File: src/design/tpra_pkg.sv
// ----------------------------------------------------------------------------
// tpra_pkg: shared definitions for the tachometer period-to-rpm averager
// Field widths, averaging constants, event codes and register indexes.
// ----------------------------------------------------------------------------
package tpra_pkg;

  // Field and state widths.
  localparam int unsigned CapW   = 16;
  localparam int unsigned OvfW   = 8;
  localparam int unsigned IdxW   = 7;
  localparam int unsigned NumW   = 22;
  localparam int unsigned ReqW   = 12;
  localparam int unsigned TickW  = 24;
  localparam int unsigned SpeedW = 16;
  localparam int unsigned ErrW   = 17;
  localparam int unsigned CfgW   = 22;

  // Number of samples summed per published average.
  localparam int unsigned SamplesAveraged = 11;
  // Overflow ticks tolerated before the fan counts as stopped.
  localparam int unsigned StallOverflows  = 1;

  // Divider geometry: the dividend is either the numerator or the speed sum.
  localparam int unsigned DivW    = NumW;
  localparam int unsigned DivCntW = $clog2(DivW);

  // Event codes carried by the opcode field.
  typedef enum logic [1:0] {
    OP_RISE = 2'd0,
    OP_FALL = 2'd1,
    OP_TICK = 2'd2
  } opcode_t;

  // Configuration register indexes.
  localparam logic REG_RPM_NUMERATOR   = 1'b0;
  localparam logic REG_REQUESTED_SPEED = 1'b1;

endpackage

File: src/design/tpra_serial_div.sv
// ----------------------------------------------------------------------------
// tpra_serial_div: bit-serial restoring divider
// Produces one quotient bit per cycle by shifting the dividend through a
// partial remainder register.
// ----------------------------------------------------------------------------
module tpra_serial_div
  import tpra_pkg::*;
(
  input  logic             clk,
  input  logic             rst_n,
  input  logic             start,
  input  logic [DivW-1:0]  dividend,
  input  logic [TickW-1:0] divisor,
  output logic             done,
  output logic [DivW-1:0]  quotient
);

  logic               busy_r, busy_nxt;
  logic               done_r, done_nxt;
  logic [DivCntW-1:0] cnt_r, cnt_nxt;
  logic [DivW-1:0]    quo_r, quo_nxt;
  logic [TickW-1:0]   rem_r, rem_nxt;
  logic [TickW-1:0]   dsr_r, dsr_nxt;
  logic [TickW:0]     shifted;
  logic [TickW+1:0]   diff;

  // One restoring step: bring in the next dividend bit and try to subtract.
  assign shifted = {rem_r, quo_r[DivW-1]};
  assign diff    = {1'b0, shifted} - {2'b00, dsr_r};

  always_comb begin
    busy_nxt = busy_r;
    done_nxt = 1'b0;
    cnt_nxt  = cnt_r;
    quo_nxt  = quo_r;
    rem_nxt  = rem_r;
    dsr_nxt  = dsr_r;
    if (start) begin
      busy_nxt = 1'b1;
      cnt_nxt  = DivCntW'(DivW - 1);
      quo_nxt  = dividend;
      rem_nxt  = '0;
      dsr_nxt  = divisor;
    end else if (busy_r) begin
      quo_nxt = {quo_r[DivW-2:0], ~diff[TickW+1]};
      rem_nxt = diff[TickW+1] ? shifted[TickW-1:0] : diff[TickW-1:0];
      cnt_nxt = cnt_r - 1'b1;
      if (cnt_r == '0) begin
        busy_nxt = 1'b0;
        done_nxt = 1'b1;
      end
    end
  end

  // Control state is reset; the datapath shift registers are not.
  always_ff @(posedge clk) begin
    if (!rst_n) begin
      busy_r <= 1'b0;
      done_r <= 1'b0;
      cnt_r  <= '0;
    end else begin
      busy_r <= busy_nxt;
      done_r <= done_nxt;
      cnt_r  <= cnt_nxt;
    end
    quo_r <= quo_nxt;
    rem_r <= rem_nxt;
    dsr_r <= dsr_nxt;
  end

  assign done     = done_r;
  assign quotient = quo_r;

endmodule

File: src/design/tach_period_rpm_averager_top.sv
// ----------------------------------------------------------------------------
// tach_period_rpm_averager_top: fan tachometer period-to-rpm averager
// Turns rising/falling capture and timer overflow beats into averaged speed.
// ----------------------------------------------------------------------------
// Usage notes.
// The input channel (in_valid/in_stall) carries one event per beat: a rising
// edge capture, a falling edge capture or a timer overflow tick. Every event
// yields exactly one beat on the output channel (out_valid/out_stall) with the
// held speed, held speed error and three event flags.
// Events are handled one at a time. A rising edge, an overflow tick or a
// falling edge with a zero period that is not the averaging edge passes
// through EVAL and EMIT into the output register. A falling edge that needs
// a division also passes through DIVIDE: the 22-bit bit-serial divider
// produces one quotient bit per cycle, and it is used both for numerator/ticks
// and for sum/sample count on the averaging edge. in_stall is high while an
// event is in progress, so no new event is taken before its result is stored.
// A finished result sits in the output register; while out_stall is high the
// result holds, a new result waits in the last step and no event is taken.
// Synchronous reset clears all speed state, restores the register defaults
// and empties the output register. Configuration writes take effect at the
// next clock edge and are expected only while the block is idle.
// ----------------------------------------------------------------------------
module tach_period_rpm_averager_top
  import tpra_pkg::*;
(
  input  logic                     clk,
  input  logic                     rst_n,
  // Configuration write port
  input  logic                     cfg_we,
  input  logic                     cfg_index,
  input  logic [CfgW-1:0]          cfg_wdata,
  // Event channel
  input  logic                     in_valid,
  output logic                     in_stall,
  input  logic [1:0]               in_opcode,
  input  logic [CapW-1:0]          in_capture_time,
  // Result channel
  output logic                     out_valid,
  input  logic                     out_stall,
  output logic [SpeedW-1:0]        out_current_speed,
  output logic signed [ErrW-1:0]   out_speed_error,
  output logic                     out_average_ready,
  output logic                     out_stalled,
  output logic                     out_period_fault
);

  typedef enum logic [3:0] {
    ST_IDLE   = 4'b0001,
    ST_EVAL   = 4'b0010,
    ST_DIVIDE = 4'b0100,
    ST_EMIT   = 4'b1000
  } state_t;

  state_t state_r, state_nxt;

  // Configuration registers.
  logic [NumW-1:0]   num_r, num_nxt;
  logic [ReqW-1:0]   req_r, req_nxt;

  // Latched event.
  logic [1:0]        op_r, op_nxt;
  logic [CapW-1:0]   cap_r, cap_nxt;

  // Measurement state.
  logic [CapW-1:0]   rise_r, rise_nxt;
  logic [OvfW-1:0]   ovf_r, ovf_nxt;
  logic [IdxW-1:0]   idx_r, idx_nxt;
  logic [NumW-1:0]   sum_r, sum_nxt;
  logic [SpeedW-1:0] speed_r, speed_nxt;
  logic signed [ErrW-1:0] err_r, err_nxt;
  logic              publish_r, publish_nxt;

  // Event flags of the result in progress.
  logic              ready_flag_r, ready_flag_nxt;
  logic              stall_flag_r, stall_flag_nxt;
  logic              fault_flag_r, fault_flag_nxt;

  // Output register.
  logic              out_valid_r, out_valid_nxt;
  logic [SpeedW-1:0] out_speed_r, out_speed_nxt;
  logic signed [ErrW-1:0] out_err_r, out_err_nxt;
  logic              out_ready_r, out_ready_nxt;
  logic              out_stalled_r, out_stalled_nxt;
  logic              out_fault_r, out_fault_nxt;

  // Divider interface.
  logic              div_start;
  logic [DivW-1:0]   div_dividend;
  logic [TickW-1:0]  div_divisor;
  logic              div_done;
  logic [DivW-1:0]   div_quotient;

  // Combinational helpers.
  logic [TickW-1:0]  ticks;
  logic [OvfW-1:0]   ovf_inc;
  logic [IdxW-1:0]   idx_inc;
  logic [NumW:0]     sum_add;
  logic [SpeedW-1:0] avg_sat;

  // Period in timer ticks, taken modulo 2^24.
  assign ticks   = {ovf_r, {CapW{1'b0}}} + TickW'(cap_r) - TickW'(rise_r);
  assign ovf_inc = (ovf_r == {OvfW{1'b1}}) ? ovf_r : ovf_r + 1'b1;
  assign idx_inc = idx_r + 1'b1;
  assign sum_add = {1'b0, sum_r} + {1'b0, div_quotient};
  assign avg_sat = (|div_quotient[DivW-1:SpeedW]) ? {SpeedW{1'b1}}
                                                   : div_quotient[SpeedW-1:0];

  tpra_serial_div u_div (
    .clk      (clk),
    .rst_n    (rst_n),
    .start    (div_start),
    .dividend (div_dividend),
    .divisor  (div_divisor),
    .done     (div_done),
    .quotient (div_quotient)
  );

  // Sequencer and state updates.
  always_comb begin
    state_nxt       = state_r;
    num_nxt         = num_r;
    req_nxt         = req_r;
    op_nxt          = op_r;
    cap_nxt         = cap_r;
    rise_nxt        = rise_r;
    ovf_nxt         = ovf_r;
    idx_nxt         = idx_r;
    sum_nxt         = sum_r;
    speed_nxt       = speed_r;
    err_nxt         = err_r;
    publish_nxt     = publish_r;
    ready_flag_nxt  = ready_flag_r;
    stall_flag_nxt  = stall_flag_r;
    fault_flag_nxt  = fault_flag_r;
    out_valid_nxt   = out_valid_r;
    out_speed_nxt   = out_speed_r;
    out_err_nxt     = out_err_r;
    out_ready_nxt   = out_ready_r;
    out_stalled_nxt = out_stalled_r;
    out_fault_nxt   = out_fault_r;
    div_start       = 1'b0;
    div_dividend    = num_r;
    div_divisor     = ticks;

    // Configuration writes.
    if (cfg_we) begin
      if (cfg_index == REG_RPM_NUMERATOR) begin
        num_nxt = cfg_wdata[NumW-1:0];
      end else begin
        req_nxt = cfg_wdata[ReqW-1:0];
      end
    end

    // The output register empties when its beat is taken.
    if (out_valid_r && !out_stall) begin
      out_valid_nxt = 1'b0;
    end

    unique case (state_r)
      ST_IDLE: begin
        if (in_valid) begin
          op_nxt    = in_opcode;
          cap_nxt   = in_capture_time;
          state_nxt = ST_EVAL;
        end
      end

      ST_EVAL: begin
        ready_flag_nxt = 1'b0;
        stall_flag_nxt = 1'b0;
        fault_flag_nxt = 1'b0;
        publish_nxt    = 1'b0;
        state_nxt      = ST_EMIT;
        unique case (op_r)
          OP_RISE: begin
            ovf_nxt  = '0;
            rise_nxt = cap_r;
          end
          OP_FALL: begin
            rise_nxt       = '0;
            fault_flag_nxt = (ticks == '0);
            if (idx_inc > IdxW'(SamplesAveraged)) begin
              // Averaging edge: this sample is dropped, the sum is divided.
              publish_nxt  = 1'b1;
              div_start    = 1'b1;
              div_dividend = sum_r;
              div_divisor  = TickW'(SamplesAveraged);
              state_nxt    = ST_DIVIDE;
            end else begin
              idx_nxt = idx_inc;
              if (ticks != '0) begin
                div_start = 1'b1;
                state_nxt = ST_DIVIDE;
              end
            end
          end
          OP_TICK: begin
            ovf_nxt = ovf_inc;
            if (ovf_inc > OvfW'(StallOverflows)) begin
              speed_nxt      = '0;
              stall_flag_nxt = 1'b1;
            end
          end
          default: begin
          end
        endcase
      end

      ST_DIVIDE: begin
        if (div_done) begin
          state_nxt = ST_EMIT;
          if (publish_r) begin
            speed_nxt      = avg_sat;
            err_nxt        = $signed({5'b0, req_r}) - $signed({1'b0, avg_sat});
            idx_nxt        = '0;
            sum_nxt        = '0;
            ready_flag_nxt = 1'b1;
          end else begin
            sum_nxt = sum_add[NumW] ? {NumW{1'b1}} : sum_add[NumW-1:0];
          end
        end
      end

      ST_EMIT: begin
        if (!out_valid_r || !out_stall) begin
          out_valid_nxt   = 1'b1;
          out_speed_nxt   = speed_r;
          out_err_nxt     = err_r;
          out_ready_nxt   = ready_flag_r;
          out_stalled_nxt = stall_flag_r;
          out_fault_nxt   = fault_flag_r;
          state_nxt       = ST_IDLE;
        end
      end

      default: begin
        state_nxt = ST_IDLE;
      end
    endcase
  end

  // Registers: control and architectural state are reset, payload is not.
  always_ff @(posedge clk) begin
    if (!rst_n) begin
      state_r     <= ST_IDLE;
      num_r       <= NumW'(1875000);
      req_r       <= ReqW'(1000);
      rise_r      <= '0;
      ovf_r       <= '0;
      idx_r       <= '0;
      sum_r       <= '0;
      speed_r     <= '0;
      err_r       <= '0;
      out_valid_r <= 1'b0;
    end else begin
      state_r     <= state_nxt;
      num_r       <= num_nxt;
      req_r       <= req_nxt;
      rise_r      <= rise_nxt;
      ovf_r       <= ovf_nxt;
      idx_r       <= idx_nxt;
      sum_r       <= sum_nxt;
      speed_r     <= speed_nxt;
      err_r       <= err_nxt;
      out_valid_r <= out_valid_nxt;
    end
    op_r          <= op_nxt;
    cap_r         <= cap_nxt;
    publish_r     <= publish_nxt;
    ready_flag_r  <= ready_flag_nxt;
    stall_flag_r  <= stall_flag_nxt;
    fault_flag_r  <= fault_flag_nxt;
    out_speed_r   <= out_speed_nxt;
    out_err_r     <= out_err_nxt;
    out_ready_r   <= out_ready_nxt;
    out_stalled_r <= out_stalled_nxt;
    out_fault_r   <= out_fault_nxt;
  end

  assign in_stall          = (state_r != ST_IDLE);
  assign out_valid         = out_valid_r;
  assign out_current_speed = out_speed_r;
  assign out_speed_error   = out_err_r;
  assign out_average_ready = out_ready_r;
  assign out_stalled       = out_stalled_r;
  assign out_period_fault  = out_fault_r;

endmodule
File: config.mk
export PLATFORM = sky130hd
export DESIGN_NAME = tach_period_rpm_averager_top
export DESIGN_NICKNAME = d
export VERILOG_FILES = /design/src/design/tpra_pkg.sv /design/src/design/tpra_serial_div.sv /design/src/design/tach_period_rpm_averager_top.sv
export SDC_FILE = /design/constraint.sdc
export NUM_CORES = 1
export LEC_CHECK = 0
export BUFFER_PORTS_ARGS = -buffer_cell sky130_fd_sc_hd__buf_2
export CAP_MARGIN = 25
export CORE_MARGIN = 1
export CORE_UTILIZATION = 35
export DETAILED_ROUTE_END_ITERATION = 8
export SYNTH_ARGS = -nofsm -noshare
export SYNTH_HDL_FRONTEND = slang
export SYNTH_SLANG_ARGS = --single-unit
File: constraint.sdc
create_clock -name clk -period 4.7 [get_ports clk]
set_input_delay 0.705 -clock clk [delete_from_list [all_inputs] [get_ports clk]]
set_output_delay 0.705 -clock clk [all_outputs]
set_load 0.01 [all_outputs]
==> flow_summary.ini <==
[min_path]
hold_end = cap_r[2]
hold_path_depth = 1
hold_class = primary input to flip-flop
holdCritStartpoint = in_capture_time[2]

[floorplan]
die_area_mm2 = 0.0416
initial_core_util_pct = 35.7
fp.coreArea_mm2 = 0.0400
die_w_um = 204
io_pins = 84
row_count = 73
die_y_um = 204

[routing]
vias = 11500
wl_mm = 35.2
via_per_inst = 5.20
ant_nets = 0
drc = 0
post_drt_wl_per_cell_um = 15.9
drtIter0Drc = 665
first_pass_iters = 5

[place]
dp_cells = 2155
place_worst_setup_slack_ns = 0.598
gp_congestion = 0.868
dp_hpwl_mm = 24.8
io_buffers = 83

[worst_setup_path]
r2r_cells = 12
reg2reg_from = cap_r[2]
path_max_fanout = 78
cp.arrival_ns = 4.24
crit_path_end_kind = flip-flop
critPathRequiredTime_ns = 5.02
crit_type = flip-flop to flip-flop
reg2reg_slack_ns = 0.79
worstReg2RegEnd = u_div.quotient[17]
critPathLaunchType = flip-flop

[cts]
cts_tree = built
h-tree-depth = 1
cts.sinks = 260
cts_root_buffer = clkbuf_16
clock_latency_ns = 0.57
cts_hold_buf = 0
tritoncts.num_buffers = 28
cts.path.max_buffers = 3
cts_setup_buffers = 0
clkSlewWorstSetupHoldPaths_ns = 0.06
ctsResizeCount = 0

[finish]
drive_gt1_share_pct = 11.9
syn_to_final_growth_pct = 13.6
nNetsFinal = 1793
seq_area_mm2 = 0.00625
fill_cells = 4057
multi_input_area_mm2 = 0.00745
final_cells = 2210
antennaDiodeCount = 0

[global_route]
overflow = 0
grt_pass1_vias = 11000
grt_usage_pct = 16.8
grt_max_degree = 79
antenna_found_initial = 0
grt_pass1_wl_mm = 57.2

[synthesis]
synth.distinct_cells = 82
synth_edf_count = 104
ys_warn_count = 0
synth_top_area_share_pct = 21.9
ys.flop_type = dfxtp_1
yosys.area.top_type = dfxtp_1
syn_area_mm2 = 0.0143
postSynthCellCount = 1606
synth_seq_cells = 260
ys_async_sr_fraction_pct = 0
synth_seq_area_share_pct = 43.7
synth.avg_cell_area_um2 = 8.89
synth_area_leaders = dfxtp_1 (22%), edfxtp_1 (22%), nand2_1 (7.3%)
synth.net_count = 1736

[sta]
period_needed_ns = 3.91
finalHoldViolCount = 0
fin_ws_ns = 0.786
tns_ns = 0
tightestPinTransition_ns = 0.994
rsz0062_at_grt = false
max_freq_ghz = 0.256
slew_violations = 0
whs_ns = 0.323
fin_crit_sh_pct = 83.3
setup_viol = 0
relSlewSlack_pct = 33.7
fin_worst_skew_ns = 0.0235

[power_and_ir_drop]
ir_drop_mv = 0.303
p_leak_nw = 6.52
power_per_cell_area_mw_per_mm2 = 340

[run]
max-cap-violations = 0

[status]
status = finished clean
==> report_power, final <==
part	leakage (nW)	total [mW]	internal (mW)	switching, mW
Sequential	2.22	2.48	2.42	0.0560
Clock	0.479	2.27	1.35	0.920
Combinational	3.82	0.773	0.325	0.449
Total	6.52	5.52	4.10	1.42
==> how the worst max path moves through the flow <==
stage               cells after the start     start  slack, ns            endpoint
floorplan                              15  cap_r[0]       1.07   u_div.quotient[0]
global placement                       13  cap_r[0]       0.67  u_div.quotient[17]
detailed placement                     13  cap_r[0]       0.60  u_div.quotient[20]
CTS                                    11  cap_r[2]       0.59   u_div.quotient[8]
global route                           12  cap_r[2]       0.55  u_div.quotient[19]
finish                                 12  cap_r[2]       0.79  u_div.quotient[17]
==> through the flow <==
step                util, %  cell area [um^2]  power (mW)
detailed placement     38.0             15200        3.29
CTS                    40.4             16200        5.58
floorplan                 -             14300        3.11
global placement       38.0             15200        3.28
global route           40.6             16200        5.75
finish                 40.6             16200        5.52
==> cells in the mapped netlist (all sizes together) (21+ instances only) <==
cell and count:
a211oi 35, a21o 27, a21oi 137, buf 23, clkbuf 51, dfxtp 156
edfxtp 104, ha 80, inv 81, mux2 21, nand2 277, nand3 45
nand3b 30, nor2 120, nor3 31, o21a 21, o21ai 71, xnor2 41
xor2 24
==> state kept, by name (all words and copies together) (netlist names), 17 cells and up <==
name	cells
u_div.dsr_r	24
num_r	22
sum_r	22
u_div.rem_r	24
err_r	17
out_speed_error	17
u_div.quotient	22
==> worst max-delay path, cell delays in order (launching register included) <==
cell      delay, ns
edfxtp_1       0.39
ha_1           0.38
o21ai_1        0.22
a21oi_2        0.09
o31ai_1        0.41
a21o_1         0.30
mux2_4         0.32
nor3_2         0.21
nand4_1        0.16
nor4b_2        0.52
nor2_4         0.07
buf_12         0.26
mux2_4         0.34
==> layout make-up <==
class                           count  area share [%]
Inverter                           81            1.87
Timing Repair Buffer              101            3.72
Clock inverter                     14            1.03
Clock buffer                       38            4.92
Tap cell                          525            4.05
Multi-Input combinational cell   1191            45.9
Sequential cell                   260            38.5
==> layout by cell type (no fill, tap or decap), drive strengths merged, types with 15 or more instances in the layout <==
master  count
o21a       21
nand2b     17
nor3       31
and2       15
nand2     277
inv        81
clkbuf     38
dfxtp     156
a21oi     137
and3       15
a21o       27
a211oi     35
xnor2      41
xor2       24
o21ai      71
nand3b     30
edfxtp    104
nor2b      15
a31oi      17
ha         80
mux2       21
buf       101
nor2      120
nand3      45
==> logic make-up after synthesis <==
logic type	count (synthesis)	share of synthesized area [%]
compound gates	383	17.3
xor+xnor	65	3.99
fa+ha+maj	84	7.57
buf+inv	155	4.31
flops	260	43.7
mux	33	2.63
simple gates	626	20.5
==> metal layers <==
layer / vias up / share of wire (%) / wire length [um] / track usage, %
li1: 5798 / - / - / -
met3: 53 / 5.3 / 1850 / 2.36
met4: 0 / 2.3 / 823 / 5.14
met5: - / 0 / 0 / 0
met2: 248 / 43 / 15200 / 25.9
met1: 5385 / 49 / 17300 / 24.3
No activity file was read; power rests on OpenSTA's default activity.
